### src/rtl/mstq_pkg.sv
// Package for the multi-slot timer queue: command and result codes, state and cell control types.
`default_nettype none
package mstq_pkg;

   typedef enum logic [1:0] {
      CMD_SCHEDULE = 2'd0,
      CMD_CANCEL   = 2'd1,
      CMD_FIRE     = 2'd2,
      CMD_NOP      = 2'd3
   } cmd_type;

   typedef enum logic [1:0] {
      KIND_SCHED_ACK  = 2'd0,
      KIND_CANCEL_ACK = 2'd1,
      KIND_FIRED      = 2'd2,
      KIND_NONE_DUE   = 2'd3
   } kind_type;

   typedef enum logic [1:0] {
      ST_IDLE,
      ST_SCAN,
      ST_EMIT
   } state_type;

   typedef struct packed {
      logic write;
      logic clear;
      logic reload;
      logic latch;
   } cell_ctl_type;

   localparam int unsigned TIME_BITS = 32;
   localparam int unsigned OUT_ID_BITS = 16;

endpackage
`default_nettype wire

### src/rtl/mstq_cell.sv
// One timer slot of the chain: holds a timer and passes free/match priority to its neighbor.
`default_nettype none
module mstq_cell #(
   parameter int ID_BITS = 16,
   parameter int IDW = 16
) (
   input  wire                            clock,
   input  wire                            reset,
   input  wire mstq_pkg::cell_ctl_type    ctl,
   input  wire [mstq_pkg::TIME_BITS-1:0]  now,
   input  wire [mstq_pkg::TIME_BITS-1:0]  delay,
   input  wire                            rep,
   input  wire [ID_BITS-1:0]              new_id,
   input  wire [IDW-1:0]                  target,
   input  wire                            free_in,
   output logic                           free_out,
   input  wire                            hit_in,
   output logic                           hit_out,
   output logic                           free_pick,
   output logic                           hit_pick,
   output logic                           due_now,
   output logic                           pend,
   output logic                           repeat_out,
   output logic [ID_BITS-1:0]             id
);
   import mstq_pkg::*;

   logic                 valid_ff, valid_in;
   logic                 pend_ff, pend_in;
   logic [ID_BITS-1:0]   id_ff, id_in;
   logic [TIME_BITS-1:0] due_ff, due_in;
   logic [TIME_BITS-1:0] period_ff, period_in;
   logic                 rep_ff, rep_in;
   logic                 match;

   assign match     = valid_ff && (IDW'(id_ff) == target);
   assign free_pick = !valid_ff && !free_in;
   assign free_out  = free_in || !valid_ff;
   assign hit_pick  = match && !hit_in;
   assign hit_out   = hit_in || match;
   assign due_now   = valid_ff && (due_ff <= now);
   assign pend      = pend_ff;
   assign repeat_out = rep_ff;
   assign id        = id_ff;

   always_comb begin
      valid_in  = valid_ff;
      pend_in   = pend_ff;
      id_in     = id_ff;
      due_in    = due_ff;
      period_in = period_ff;
      rep_in    = rep_ff;
      if (ctl.write) begin
         valid_in  = 1'b1;
         pend_in   = 1'b0;
         id_in     = new_id;
         due_in    = now + delay;
         period_in = delay;
         rep_in    = rep;
      end else if (ctl.clear) begin
         valid_in = 1'b0;
         pend_in  = 1'b0;
      end else if (ctl.reload) begin
         pend_in = 1'b0;
         due_in  = now + period_ff;
      end else if (ctl.latch) begin
         pend_in = due_now;
      end
   end

   always_ff @(posedge clock) begin
      if (reset) begin
         valid_ff <= 1'b0;
         pend_ff  <= 1'b0;
      end else begin
         valid_ff <= valid_in;
         pend_ff  <= pend_in;
      end
      id_ff     <= id_in;
      due_ff    <= due_in;
      period_ff <= period_in;
      rep_ff    <= rep_in;
   end

endmodule
`default_nettype wire

### src/rtl/multi_slot_timer_queue.sv
// Top level of the multi-slot timer queue: command sequencer, row of slot cells, result register.
// Usage:
//   Requests enter on req_* (valid/stall); results leave on rsp_* (valid/stall),
//   one registered result at a time, rsp_last marking the final result of a request.
//   Schedule and cancel finish in the accept cycle: their single result appears
//   the next cycle. Free-slot and id-match priority ripple through the cell row.
//   Fire latches every slot's due flag at accept. Each fired timer then takes a
//   scan of all SLOTS cells, one cell per cycle, to find the lowest pending id,
//   and an emit step, which waits while the result register is full, to emit it
//   and reload or free its slot. With none due a fire gives one none-due result
//   right away. Command 3 is taken and gives nothing.
//   One request is handled at a time; req_stall is high while a fire is running
//   or while the result register is full and rsp_stall is high.
//   A stalled result holds its value and blocks new requests and further emits.
//   Reset clears all slot valid flags, the id counter and the result register.
`default_nettype none
module multi_slot_timer_queue #(
   parameter int SLOTS = 16,
   parameter int ID_BITS = 16
) (
   input  wire         clock,
   input  wire         reset,
   input  wire         req_valid,
   output logic        req_stall,
   input  wire  [1:0]  req_command,
   input  wire  [31:0] req_now_ms,
   input  wire  [31:0] req_delay_ms,
   input  wire         req_repeat_flag,
   input  wire  [15:0] req_target_id,
   output logic        rsp_valid,
   input  wire         rsp_stall,
   output logic [1:0]  rsp_result_kind,
   output logic [15:0] rsp_timer_id,
   output logic        rsp_ok,
   output logic        rsp_last
);
   import mstq_pkg::*;

   localparam int IW  = (SLOTS > 1) ? $clog2(SLOTS) : 1;
   localparam int CW  = $clog2(SLOTS + 1);
   localparam int IDW = (ID_BITS > OUT_ID_BITS) ? ID_BITS : OUT_ID_BITS;

   state_type            state_ff, state_in;
   logic                 rsp_valid_ff, rsp_valid_in;
   kind_type             kind_ff, kind_in;
   logic [15:0]          tid_ff, tid_in;
   logic                 ok_ff, ok_in;
   logic                 last_ff, last_in;
   logic [ID_BITS-1:0]   idc_ff, idc_in;
   logic [TIME_BITS-1:0] now_ff, now_in;
   logic [IW-1:0]        scan_ff, scan_in;
   logic [IW-1:0]        best_ff, best_in;
   logic [ID_BITS-1:0]   best_id_ff, best_id_in;
   logic                 best_rep_ff, best_rep_in;
   logic                 found_ff, found_in;
   logic [CW-1:0]        cnt_ff, cnt_in;

   cell_ctl_type         ctl [SLOTS];
   logic [SLOTS:0]       free_chain, hit_chain;
   logic [SLOTS-1:0]     free_pick, hit_pick, due_now, pend, rep_v;
   logic [ID_BITS-1:0]   cell_id [SLOTS];
   logic [TIME_BITS-1:0] cell_now;
   logic [IDW-1:0]       target;
   logic                 out_free, accept;
   cmd_type              cmd;
   logic [IW-1:0]        free_idx, hit_idx;

   assign out_free  = !rsp_valid_ff || !rsp_stall;
   assign req_stall = (state_ff != ST_IDLE) || !out_free;
   assign accept    = req_valid && !req_stall;
   assign cmd       = cmd_type'(req_command);
   assign cell_now  = (state_ff == ST_IDLE) ? req_now_ms : now_ff;
   assign target    = IDW'(req_target_id);
   assign free_chain[0] = 1'b0;
   assign hit_chain[0]  = 1'b0;

   genvar g;
   generate
      for (g = 0; g < SLOTS; g++) begin : g_cell
         mstq_cell #(.ID_BITS(ID_BITS), .IDW(IDW)) u_cell (
            .clock      (clock),
            .reset      (reset),
            .ctl        (ctl[g]),
            .now        (cell_now),
            .delay      (req_delay_ms),
            .rep        (req_repeat_flag),
            .new_id     (idc_ff),
            .target     (target),
            .free_in    (free_chain[g]),
            .free_out   (free_chain[g+1]),
            .hit_in     (hit_chain[g]),
            .hit_out    (hit_chain[g+1]),
            .free_pick  (free_pick[g]),
            .hit_pick   (hit_pick[g]),
            .due_now    (due_now[g]),
            .pend       (pend[g]),
            .repeat_out (rep_v[g]),
            .id         (cell_id[g])
         );
      end
   endgenerate

   always_comb begin
      free_idx = '0;
      hit_idx  = '0;
      for (int i = 0; i < SLOTS; i++) begin
         if (free_pick[i]) free_idx = IW'(i);
         if (hit_pick[i])  hit_idx  = IW'(i);
      end
   end

   always_comb begin
      state_in     = state_ff;
      rsp_valid_in = rsp_valid_ff && rsp_stall;
      kind_in      = kind_ff;
      tid_in       = tid_ff;
      ok_in        = ok_ff;
      last_in      = last_ff;
      idc_in       = idc_ff;
      now_in       = now_ff;
      scan_in      = scan_ff;
      best_in      = best_ff;
      best_id_in   = best_id_ff;
      best_rep_in  = best_rep_ff;
      found_in     = found_ff;
      cnt_in       = cnt_ff;
      for (int i = 0; i < SLOTS; i++) ctl[i] = '0;

      case (state_ff)
         ST_IDLE: begin
            if (accept) begin
               case (cmd)
                  CMD_SCHEDULE: begin
                     rsp_valid_in = 1'b1;
                     kind_in      = KIND_SCHED_ACK;
                     last_in      = 1'b1;
                     ok_in        = free_chain[SLOTS];
                     tid_in       = '0;
                     if (free_chain[SLOTS]) begin
                        ctl[free_idx].write = 1'b1;
                        tid_in = 16'(IDW'(idc_ff));
                        idc_in = idc_ff + 1'b1;
                     end
                  end
                  CMD_CANCEL: begin
                     rsp_valid_in = 1'b1;
                     kind_in      = KIND_CANCEL_ACK;
                     last_in      = 1'b1;
                     ok_in        = hit_chain[SLOTS];
                     tid_in       = req_target_id;
                     if (hit_chain[SLOTS]) ctl[hit_idx].clear = 1'b1;
                  end
                  CMD_FIRE: begin
                     for (int i = 0; i < SLOTS; i++) ctl[i].latch = 1'b1;
                     now_in = req_now_ms;
                     cnt_in = CW'($countones(due_now));
                     if (due_now == '0) begin
                        rsp_valid_in = 1'b1;
                        kind_in      = KIND_NONE_DUE;
                        tid_in       = '0;
                        ok_in        = 1'b0;
                        last_in      = 1'b1;
                     end else begin
                        state_in = ST_SCAN;
                        scan_in  = '0;
                        found_in = 1'b0;
                     end
                  end
                  default: ;
               endcase
            end
         end
         ST_SCAN: begin
            if (pend[scan_ff] && (!found_ff || cell_id[scan_ff] < best_id_ff)) begin
               found_in    = 1'b1;
               best_in     = scan_ff;
               best_id_in  = cell_id[scan_ff];
               best_rep_in = rep_v[scan_ff];
            end
            scan_in = scan_ff + 1'b1;
            if (scan_ff == IW'(SLOTS - 1)) state_in = ST_EMIT;
         end
         ST_EMIT: begin
            if (out_free) begin
               rsp_valid_in = 1'b1;
               kind_in      = KIND_FIRED;
               tid_in       = 16'(IDW'(best_id_ff));
               ok_in        = 1'b1;
               last_in      = (cnt_ff == CW'(1));
               if (best_rep_ff) ctl[best_ff].reload = 1'b1;
               else             ctl[best_ff].clear  = 1'b1;
               cnt_in   = cnt_ff - 1'b1;
               scan_in  = '0;
               found_in = 1'b0;
               state_in = (cnt_ff == CW'(1)) ? ST_IDLE : ST_SCAN;
            end
         end
         default: state_in = ST_IDLE;
      endcase
   end

   always_ff @(posedge clock) begin
      if (reset) begin
         state_ff     <= ST_IDLE;
         rsp_valid_ff <= 1'b0;
         idc_ff       <= '0;
         cnt_ff       <= '0;
         found_ff     <= 1'b0;
      end else begin
         state_ff     <= state_in;
         rsp_valid_ff <= rsp_valid_in;
         idc_ff       <= idc_in;
         cnt_ff       <= cnt_in;
         found_ff     <= found_in;
      end
      kind_ff     <= kind_in;
      tid_ff      <= tid_in;
      ok_ff       <= ok_in;
      last_ff     <= last_in;
      now_ff      <= now_in;
      scan_ff     <= scan_in;
      best_ff     <= best_in;
      best_id_ff  <= best_id_in;
      best_rep_ff <= best_rep_in;
   end

   assign rsp_valid       = rsp_valid_ff;
   assign rsp_result_kind = kind_ff;
   assign rsp_timer_id    = tid_ff;
   assign rsp_ok          = ok_ff;
   assign rsp_last        = last_ff;

   a_free_onehot: assert property (@(posedge clock) disable iff (reset)
      $onehot0(free_pick)) else $error("more than one free slot picked");
   a_hit_onehot: assert property (@(posedge clock) disable iff (reset)
      $onehot0(hit_pick)) else $error("more than one cancel match picked");
   a_cnt_pend: assert property (@(posedge clock) disable iff (reset)
      (state_ff == ST_SCAN || state_ff == ST_EMIT) |-> (CW'($countones(pend)) == cnt_ff))
      else $error("pending count out of step with pending flags");
   a_emit_found: assert property (@(posedge clock) disable iff (reset)
      (state_ff == ST_EMIT) |-> (found_ff && pend[best_ff]))
      else $error("emit without a pending timer");

endmodule
`default_nettype wire

### config.mk
export PLATFORM = sky130hd
export DESIGN_NAME = multi_slot_timer_queue
export DESIGN_NICKNAME = d
export VERILOG_FILES = /design/src/rtl/mstq_pkg.sv /design/src/rtl/mstq_cell.sv /design/src/rtl/multi_slot_timer_queue.sv
export SDC_FILE = /design/constraint.sdc
export NUM_CORES = 2
export LEC_CHECK = 0
export BUFFER_PORTS_ARGS = -buffer_cell sky130_fd_sc_hd__buf_2
export CAP_MARGIN = 15
export CELL_PAD_IN_SITES_DETAIL_PLACEMENT = 0
export CELL_PAD_IN_SITES_GLOBAL_PLACEMENT = 1
export CORE_ASPECT_RATIO = 1.1
export CORE_UTILIZATION = 48
export CTS_CLUSTER_DIAMETER = 50
export DETAILED_ROUTE_END_ITERATION = 8
export PLACE_DENSITY_LB_ADDON = 0.2
export SKIP_LAST_GASP = 1
export SLEW_MARGIN = 0
export SYNTH_ARGS = -nofsm -noshare
export SYNTH_HDL_FRONTEND = slang
export SYNTH_SLANG_ARGS = --single-unit
### constraint.sdc
create_clock -name clock -period 8.74 [get_ports clock]
set_input_delay 0.437 -clock clock [delete_from_list [all_inputs] [get_ports clock]]
set_output_delay 0.437 -clock clock [all_outputs]
set_load 0.02 [all_outputs]
======== Word level (Yosys, flattened, before mapping) ========
Index checks and enable logic that the tools add are counted.
storage, ports and cells
  latch bits .............................. 0
  output and inout bits ................... 22
  RAM bits ................................ 0
  input port bits ......................... 87
  memories kept ........................... 0
  bits in read-only memories .............. 0
  word-level logic and storage cells ...... 664
  register bits after elaboration ......... 1430
operators by class
  multiply operators ...................... 0
  reductions and logical operators ........ 231
  div/mod/pow operators ................... 0
  bitwise operators ....................... 4
  $lt $le $gt $ge ......................... 25
  equality and inequality tests ........... 47
  shift-type cells ........................ 0
  add/subtract/negate cells ............... 35
  muxes and demuxes ....................... 212
operators by type and width
  cell                  count
  $mux W32              49
  $add A32 B32 Y32      17
  $le A32 B32 Y1        16
  $eq A16 B16 Y1        16
  $mux W63              3
  $mux W4               33
  $mux W64              2
  $pmux W64 S2          1
  $mux W16              6
  $pmux W3 S2           16
  $logic_and A1 B1 Y1   68
  $reduce_bool A2 Y1    34
  $bmux W16 S4          1
  $demux W4 S4          4
  $reduce_or A4 Y1      16
  $pmux W1 S3           18
  $mux W1               51
  $logic_not A1 Y1      50
  $pmux W16 S3          1
  $ne A2 B1 Y1 const B  17
  $reduce_and A2 Y1     17
  $logic_or A1 B1 Y1    33
  $pmux W16 S2          1
  $ge A5 B5 Y1 const B  4
  36 further kinds      80

======== Longest topological paths before layout ========
  word-level depth ........................ 31
  gate-level depth with buffers ........... 32

======== By module ========
From an unflattened synthesis, not the netlist that was laid out.
second synthesis, totals
  cell total of the unflattened synthesis .. 8906
  area total of the unflattened synthesis .. 98898.6 um^2
by module, submodules not included
  module                             area an instance (um^2)  sequential area each (um^2)  cells each  times used
  mstq_cell (g_cell[10].u_cell ...)  5749.3                   2472.4                       523         10
  mstq_cell (g_cell[0].u_cell ...)   5522.8                   2472.4                       487         2
  multi_slot_timer_queue             8066.5                   2812.7                       699         1
  mstq_cell (g_cell[8].u_cell)       5620.4                   2472.4                       505         1
  mstq_cell (g_cell[9].u_cell)       5616.6                   2472.4                       511         1
  mstq_cell (g_cell[7].u_cell)       5547.8                   2472.4                       506         1
  mstq_cell (g_cell[12].u_cell)      5509.0                   2472.4                       481         1

======== Worst setup path before layout ========
OpenSTA, ideal clock, no wires.
  path type ............................... register to register
  start ................................... register state_ff[1]
  end ..................................... register cnt_ff[3]
  setup time .............................. 128 ps
  required time ........................... 8612 ps
  arrival ................................. 8410 ps
  stages on the path, launching flop included .. 30
  path slack .............................. 203 ps
  period minus slack after synthesis ...... 8537 ps
  path buffers ............................ 2
  cells stage by stage .................... dfxtp_1 clkbuf_1 nor2_1 clkbuf_1 mux2i_1 ha_1 nor2b_1 o21a_1 o21a_1 o21a_1 o21a_1 o21a_1 o21a_1 o21ai_0 o211ai_1 a21o_1 a21oi_1 fa_1 inv_1 fa_1 fa_1 fa_1 inv_1 ha_1 a21o_1 a21oi_1 xor2_1 o21ai_0 a22oi_1 nor2_1
between the ends
  word-level cells in the longest chain between the ends .. 11
ends and longest elaborated chain
  element                              RTL line                       source
  start: declaration                   multi_slot_timer_queue.sv:43   state_type state_ff, state_in;
  start signal: assignment             multi_slot_timer_queue.sv:210  state_ff <= state_in;
  $logic_not A2 Y1                     multi_slot_timer_queue.sv:72   assign cell_now = (state_ff == ST_IDLE) ? req_now_ms : now_ff;
  $mux W32                             multi_slot_timer_queue.sv:72
  $le A32 B32 Y1                       mstq_cell.sv:41                assign due_now = valid_ff && (due_ff <= now);
  $logic_and A1 B1 Y1                  mstq_cell.sv:41
  net g_cell[0].u_cell.due_now         mstq_cell.sv:21                output logic due_now,
  $add A1 B1 Y2 (implied by the code)  multi_slot_timer_queue.sv:156  cnt_in = CW'($countones(due_now));
  $add A2 B2 Y3 (implied by the code)  multi_slot_timer_queue.sv:156
  $add A3 B3 Y4 (implied by the code)  multi_slot_timer_queue.sv:156
  $add A4 B4 Y5 (implied by the code)  multi_slot_timer_queue.sv:156
  $mux W5                              multi_slot_timer_queue.sv:132  case (cmd)
  $mux W5                              multi_slot_timer_queue.sv:131  if (accept) begin
  $pmux W5 S2                          multi_slot_timer_queue.sv:129  case (state_ff)
  end signal: assignment               multi_slot_timer_queue.sv:213  cnt_ff <= cnt_in;
  end: declaration                     multi_slot_timer_queue.sv:56   logic [CW-1:0] cnt_ff, cnt_in;
The timed path passes the listed nets, and every way through them passes these cells. The select of a mux whose other input is x is not followed.
A chain may end at the register's enable or synchronous reset.

======== Worst setup path after layout ========
  start ................................... register state_ff[1]
  end ..................................... register cnt_ff[3]
between the ends
  word-level cells in the longest chain between the ends .. 11
ends and longest elaborated chain
  element                              RTL line
  $logic_not A2 Y1                     multi_slot_timer_queue.sv:72
  $mux W32                             multi_slot_timer_queue.sv:72
  $le A32 B32 Y1                       mstq_cell.sv:41
  $logic_and A1 B1 Y1                  mstq_cell.sv:41
  net g_cell[5].u_cell.due_now         mstq_cell.sv:21
  $add A1 B1 Y2 (implied by the code)  multi_slot_timer_queue.sv:156
  $add A2 B2 Y3 (implied by the code)  multi_slot_timer_queue.sv:156
  $add A3 B3 Y4 (implied by the code)  multi_slot_timer_queue.sv:156
  $add A4 B4 Y5 (implied by the code)  multi_slot_timer_queue.sv:156
  $mux W5                              multi_slot_timer_queue.sv:132
  $mux W5                              multi_slot_timer_queue.sv:131
  $pmux W5 S2                          multi_slot_timer_queue.sv:129
The timed path passes the listed nets, and every way through them passes these cells. The select of a mux whose other input is x is not followed.

==> impl.org <==
** Synthesis
- The cell count after synthesis came out at 8,286.
- Library cell occupying the most area in the post-synthesis netlist :: edfxtp_1
- Of the post-synthesis cell area, the part taken by muxes is 0.0330.
- The number of nets handed over by synthesis was 9,468.
- Of the total synthesized cell area, the portion taken by full adders, half adders and majority gates is 0.151.
- After synthesis, the largest family of logic cells by area is compound AO/OA/AOI/OAI gates.
- Of the post-synthesis cell area, the dominant cell type holds 0.447.
- Top area cells in the synthesized netlist :: edfxtp_1 (45%), ha_1 (15%), a21oi_1 (4.0%), xnor2_1 (4.0%), a21o_1 (2.9%)
- Most common flop cell mapped by yosys :: edfxtp_1
- Average size of a mapped cell :: 11.1 µm²
- The complex-gate fraction of the synthesized area came to 0.160.
- Yosys warnings :: 0
- Proportion of synthesized chip area in sequential cells :: 0.460
- Of the total synthesized cell area, the portion taken by AND, OR, NAND and NOR gates is 0.108.
- The synthesized netlist occupies a cell area of 92,200 µm².
- Number of synthesized flops with an enable pin :: 1,373
- Counting flops and latches in the post-synthesis netlist gives 1,430.
- Yosys mapped the design onto 107 distinct sky130hd cell types.
- Fraction of synthesized cell area in xor and xnor cells :: 0.0674
- Async set-or-reset flop fraction in the synthesized netlist :: 0

** Final layout
- In the final layout, the share of cells above drive strength 1 is 0.105.
- The final layout contains 9,820 nets.
- Fill cells :: 16,300
- Once layout is complete, the cells apart from fillers number 11,400.
- Final design area excluding fillers :: 104,000 µm²
- Compared with the post-synthesis result, the final layout area differs by 13.2%.
- At the end of the flow the core is filled with cells to 0.547.

** Die
- Die width :: 420 µm
- The initial utilization of the core area, before any placement, comes to 0.483.
- Number of I/O pins :: 109
- The die covers 194,000 µm².
- The floorplan has 168 rows.
- The floorplan step set the die height to 462 µm.
- The region available for standard cell placement spans 191,000 µm².

** Status
- The flow ran to the end, and the final reports show no timing, DRC or antenna violations.

** STA
- The worst path meets setup with 0.602 ns of slack.
- For the pin with the worst max-slew slack, the measured transition is 1.22 ns.
- Measured against its own limit, the worst slew margin works out to 0.186.
- The clock arrives with 0.0394 ns of skew.
- Part of the cycle the worst path needs :: 0.931
- Final Slew Violations :: 0
- The routed design could run at a clock period as short as 8.14 ns.
- Setup repair after global routing left no endpoint under its margin.
- Timing-limited maximum frequency :: 0.123 GHz
- The final hold violation count was 0.
- Setup violations remaining at the end of the flow were counted as 0.
- Total negative slack :: 0 ns

** CTS
- Post-cts gate resize count :: 0
- Setup fix buffers added after clock tree synthesis :: 0
- Clock tree from TritonCTS :: yes
- Number of buffers created by CTS :: 190
- After clock tree synthesis, the clock-pin slew on the worst setup and hold paths is 0.06 ns.
- Counting along the longest clock path gives a buffer depth of 3.
- At the later pin of the worst-skew pair, clock insertion delay measures 0.89 ns.
- Clock Sinks :: 1,430
- Buffer cell driving the clock tree root :: clkbuf_16
- H-tree depth reported by CTS :: 4
- In this run, post-CTS hold repair placed 36 buffers.

** Global route
- First-pass GRT wire length :: 516,000 µm
- Entering global routing, the biggest net connects 69 pins.
- The layer flagged by global routing as most heavily used is met2.
- Across every metal layer, demand over resource in global routing totals 0.380.
- The initial antenna violation count was 38.
- The via count of the first global-routing pass is 70,000.
- Fraction of met3 tracks used by global routing :: 0.0737
- Global route total overflow :: 0
- Met1 layer usage reported by global route :: 0.497
- Global-route track usage on met2 :: 0.599

** Placed design
- Before CTS, the worst setup slack after placement is 0.859 ns.
- Port buffering added 108 buffers.
- Sum of net half-perimeters after detailed placement :: 272,000 µm
- In this run, placement finished with an instance count of 11,000.
- The congestion estimate from routability-driven global placement came to 0.993.
- Placed cell areas :: 97,300 µm²

** Power and ir drop
- Cell area power density :: 181 nW/µm²
- Proportion of power drawn by the clock network :: 0.436
- The share of total power dissipated in sequential elements is 0.403.
- Worst vdd ir :: 0.249 mV
- Summed over all cells, the static leakage comes to 40.8 nW.
- Of the total power, the share spent switching nets is 0.292.
- Combinational share of power :: 0.162
- Switching Power :: 5.51 mW
- Pint :: 13.4 mW

** Routing
- The routed layout has 73,200 vias.
- Routed Wire Length :: 374,000 µm
- Number of DRC violations after detailed-routing iteration 0 :: 8,374
- In the final routed layout, each cell accounts on average for 32.9 µm.
- The pre-antenna-repair detailed-routing pass consisted of 6 iterations.
- For this run, design rule violations remaining after detail routing come to 0.
- Dividing the detail-routed via count by the number of cells gives 6.45.
- ANT nets after route :: 0

** Critical path
- In this run the worst path has a maximum fanout of 10.
- At the worst endpoint, the arrival time is 8.89 ns.
- By instance count, the cell type seen most on the critical path is fa_1.
- Sort of element at the start of the critical path :: flop
- CP bufs+invs :: 4
- Data on the critical path is required at its endpoint by 9.49 ns.
- Stage delay of the slowest cell on the critical path :: 0.89 ns
- Nature of the critical path endpoint :: flop
- Worst setup path class :: reg2reg
- Crit-path slowest cell :: o21ai_0
- Family of cells with the greatest summed delay on the critical path :: adder cells

** Run
- Max-cap violations in this run came to 0.

** Worst hold path
- The tightest min-delay check is of the in2reg type.
## cells in the final DEF (no fill, tap or decap), drive strengths merged, types with 84 or more instances in the layout
master  instances
mux4           90
a21o          357
ha           1068
a21oi         730
nor2          538
nand2         552
nand2b         94
inv           294
nor3          118
buf           344
edfxtp       1373
xnor2         416
nand3         141
nand4         184
clkbuf        217
o21ai         551
a211oi         87
o21a          121
xor2          293
mux2i          84
nor2b         101
## flip-flops by register name, summed over array words and instances, names as in the netlist, 2 cells and up
register / count
g_cell.u_cell.period_ff: 512
state_ff: 2
g_cell.u_cell.id: 256
g_cell.u_cell.pend: 16
scan_ff: 4
best_id_ff: 16
rsp_result_kind: 2
rsp_timer_id: 16
g_cell.u_cell.valid_ff: 16
idc_ff: 16
cnt_ff: 5
g_cell.u_cell.repeat_out: 16
g_cell.u_cell.due_ff: 512
now_ff: 32
best_ff: 4
## power by group through the flow
stage	Combinational [mW]	Sequential (mW)	Clock, mW
6_report	3.06	7.60	8.22
5_1_grt	3.22	7.60	8.52
4_1_cts	2.97	7.60	8.27
3_5_place_dp	2.94	7.74	0
3_3_place_gp	2.92	7.74	0
2_1_floorplan	1.70	7.74	0
## path summary, 6_finish.rpt
| check | from | end | slack (ns) | depth (start not counted) |
|---|---|---|---|---|
| max | state_ff[1] | cnt_ff[3] | 0.60 | 25 |
| min | req_delay_ms[31] | g_cell[6].u_cell.period_ff[31] | 0.1 | 1 |
| max reg2reg | state_ff[1] | cnt_ff[3] | 0.60 | 25 |
| min reg2reg | cnt_ff[1] | cnt_ff[1] | 0.49 | 2 |
## logic make-up after synthesis
kind of cell | after synthesis
AOI/OAI and AO/OA | 2345
xor gates and xnor gates | 709
adders and majority gates | 1095
buffers and inverters | 481
DFF | 1430
muxes | 189
and+or+nand+nor | 2037
## synthesized netlist by cell type, types with 140 or more instances
master       n
xor2_1     293
edfxtp_1  1373
nand3_1    140
inv_1      251
nor2_1     537
nand2_1    549
a21oi_1    729
o21ai_0    528
clkbuf_1   150
ha_1      1068
nand4_1    184
a21o_1     357
xnor2_1    416
## cell type report
| cell class | instances | area [µm²] | share of cell area |
|---|---|---|---|
| diodes | 13 | 32.5 | 0.000312 |
| flip-flops and latches | 1430 | 42400 | 0.406 |
| clock inverters | 137 | 1640 | 0.0158 |
| multi-input cells | 6375 | 48400 | 0.464 |
| well taps | 2550 | 3190 | 0.0306 |
| repair buffers | 380 | 2720 | 0.0261 |
| clock buffers | 217 | 4910 | 0.0470 |
| inverters | 261 | 1020 | 0.00975 |
## through the flow
step / power (mW) / hold WS [ns]
6_report: 18.9 / 0.0977
3_5_place_dp: 10.7 / 0.482
4_1_cts: 18.8 / 0.0408
2_1_floorplan: 9.44 / 0.452
3_3_place_gp: 10.7 / 0.479
5_1_grt: 19.3 / 0.0835
## worst register-to-register path, stage by stage, from the launching register on
cell and delay [ns]:
dfxtp_1 0.41, nor2_4 0.69, buf_4 0.33, mux2_2 0.36, inv_1 0.41, ha_1 0.36, nand3_1 0.10, o22ai_1 0.09
nor3_1 0.14, o31ai_1 0.17, a221oi_1 0.32, o2111ai_1 0.34, o21ai_0 0.89, fa_1 0.56, inv_1 0.08, fa_1 0.47
fa_1 0.44, fa_1 0.60, inv_1 0.06, ha_1 0.29, a21o_1 0.19, a21oi_1 0.17, xor2_1 0.17, o21ai_0 0.09
a22oi_1 0.20, nor2_1 0.05
## layer usage
metal | share of wire | routed length, µm
met1 | 0.40 | 149000
met2 | 0.45 | 168000
met3 | 0.092 | 34300
met4 | 0.058 | 21700
met5 | 0.000070 | 26
No activity file was read; power rests on OpenSTA's default activity.
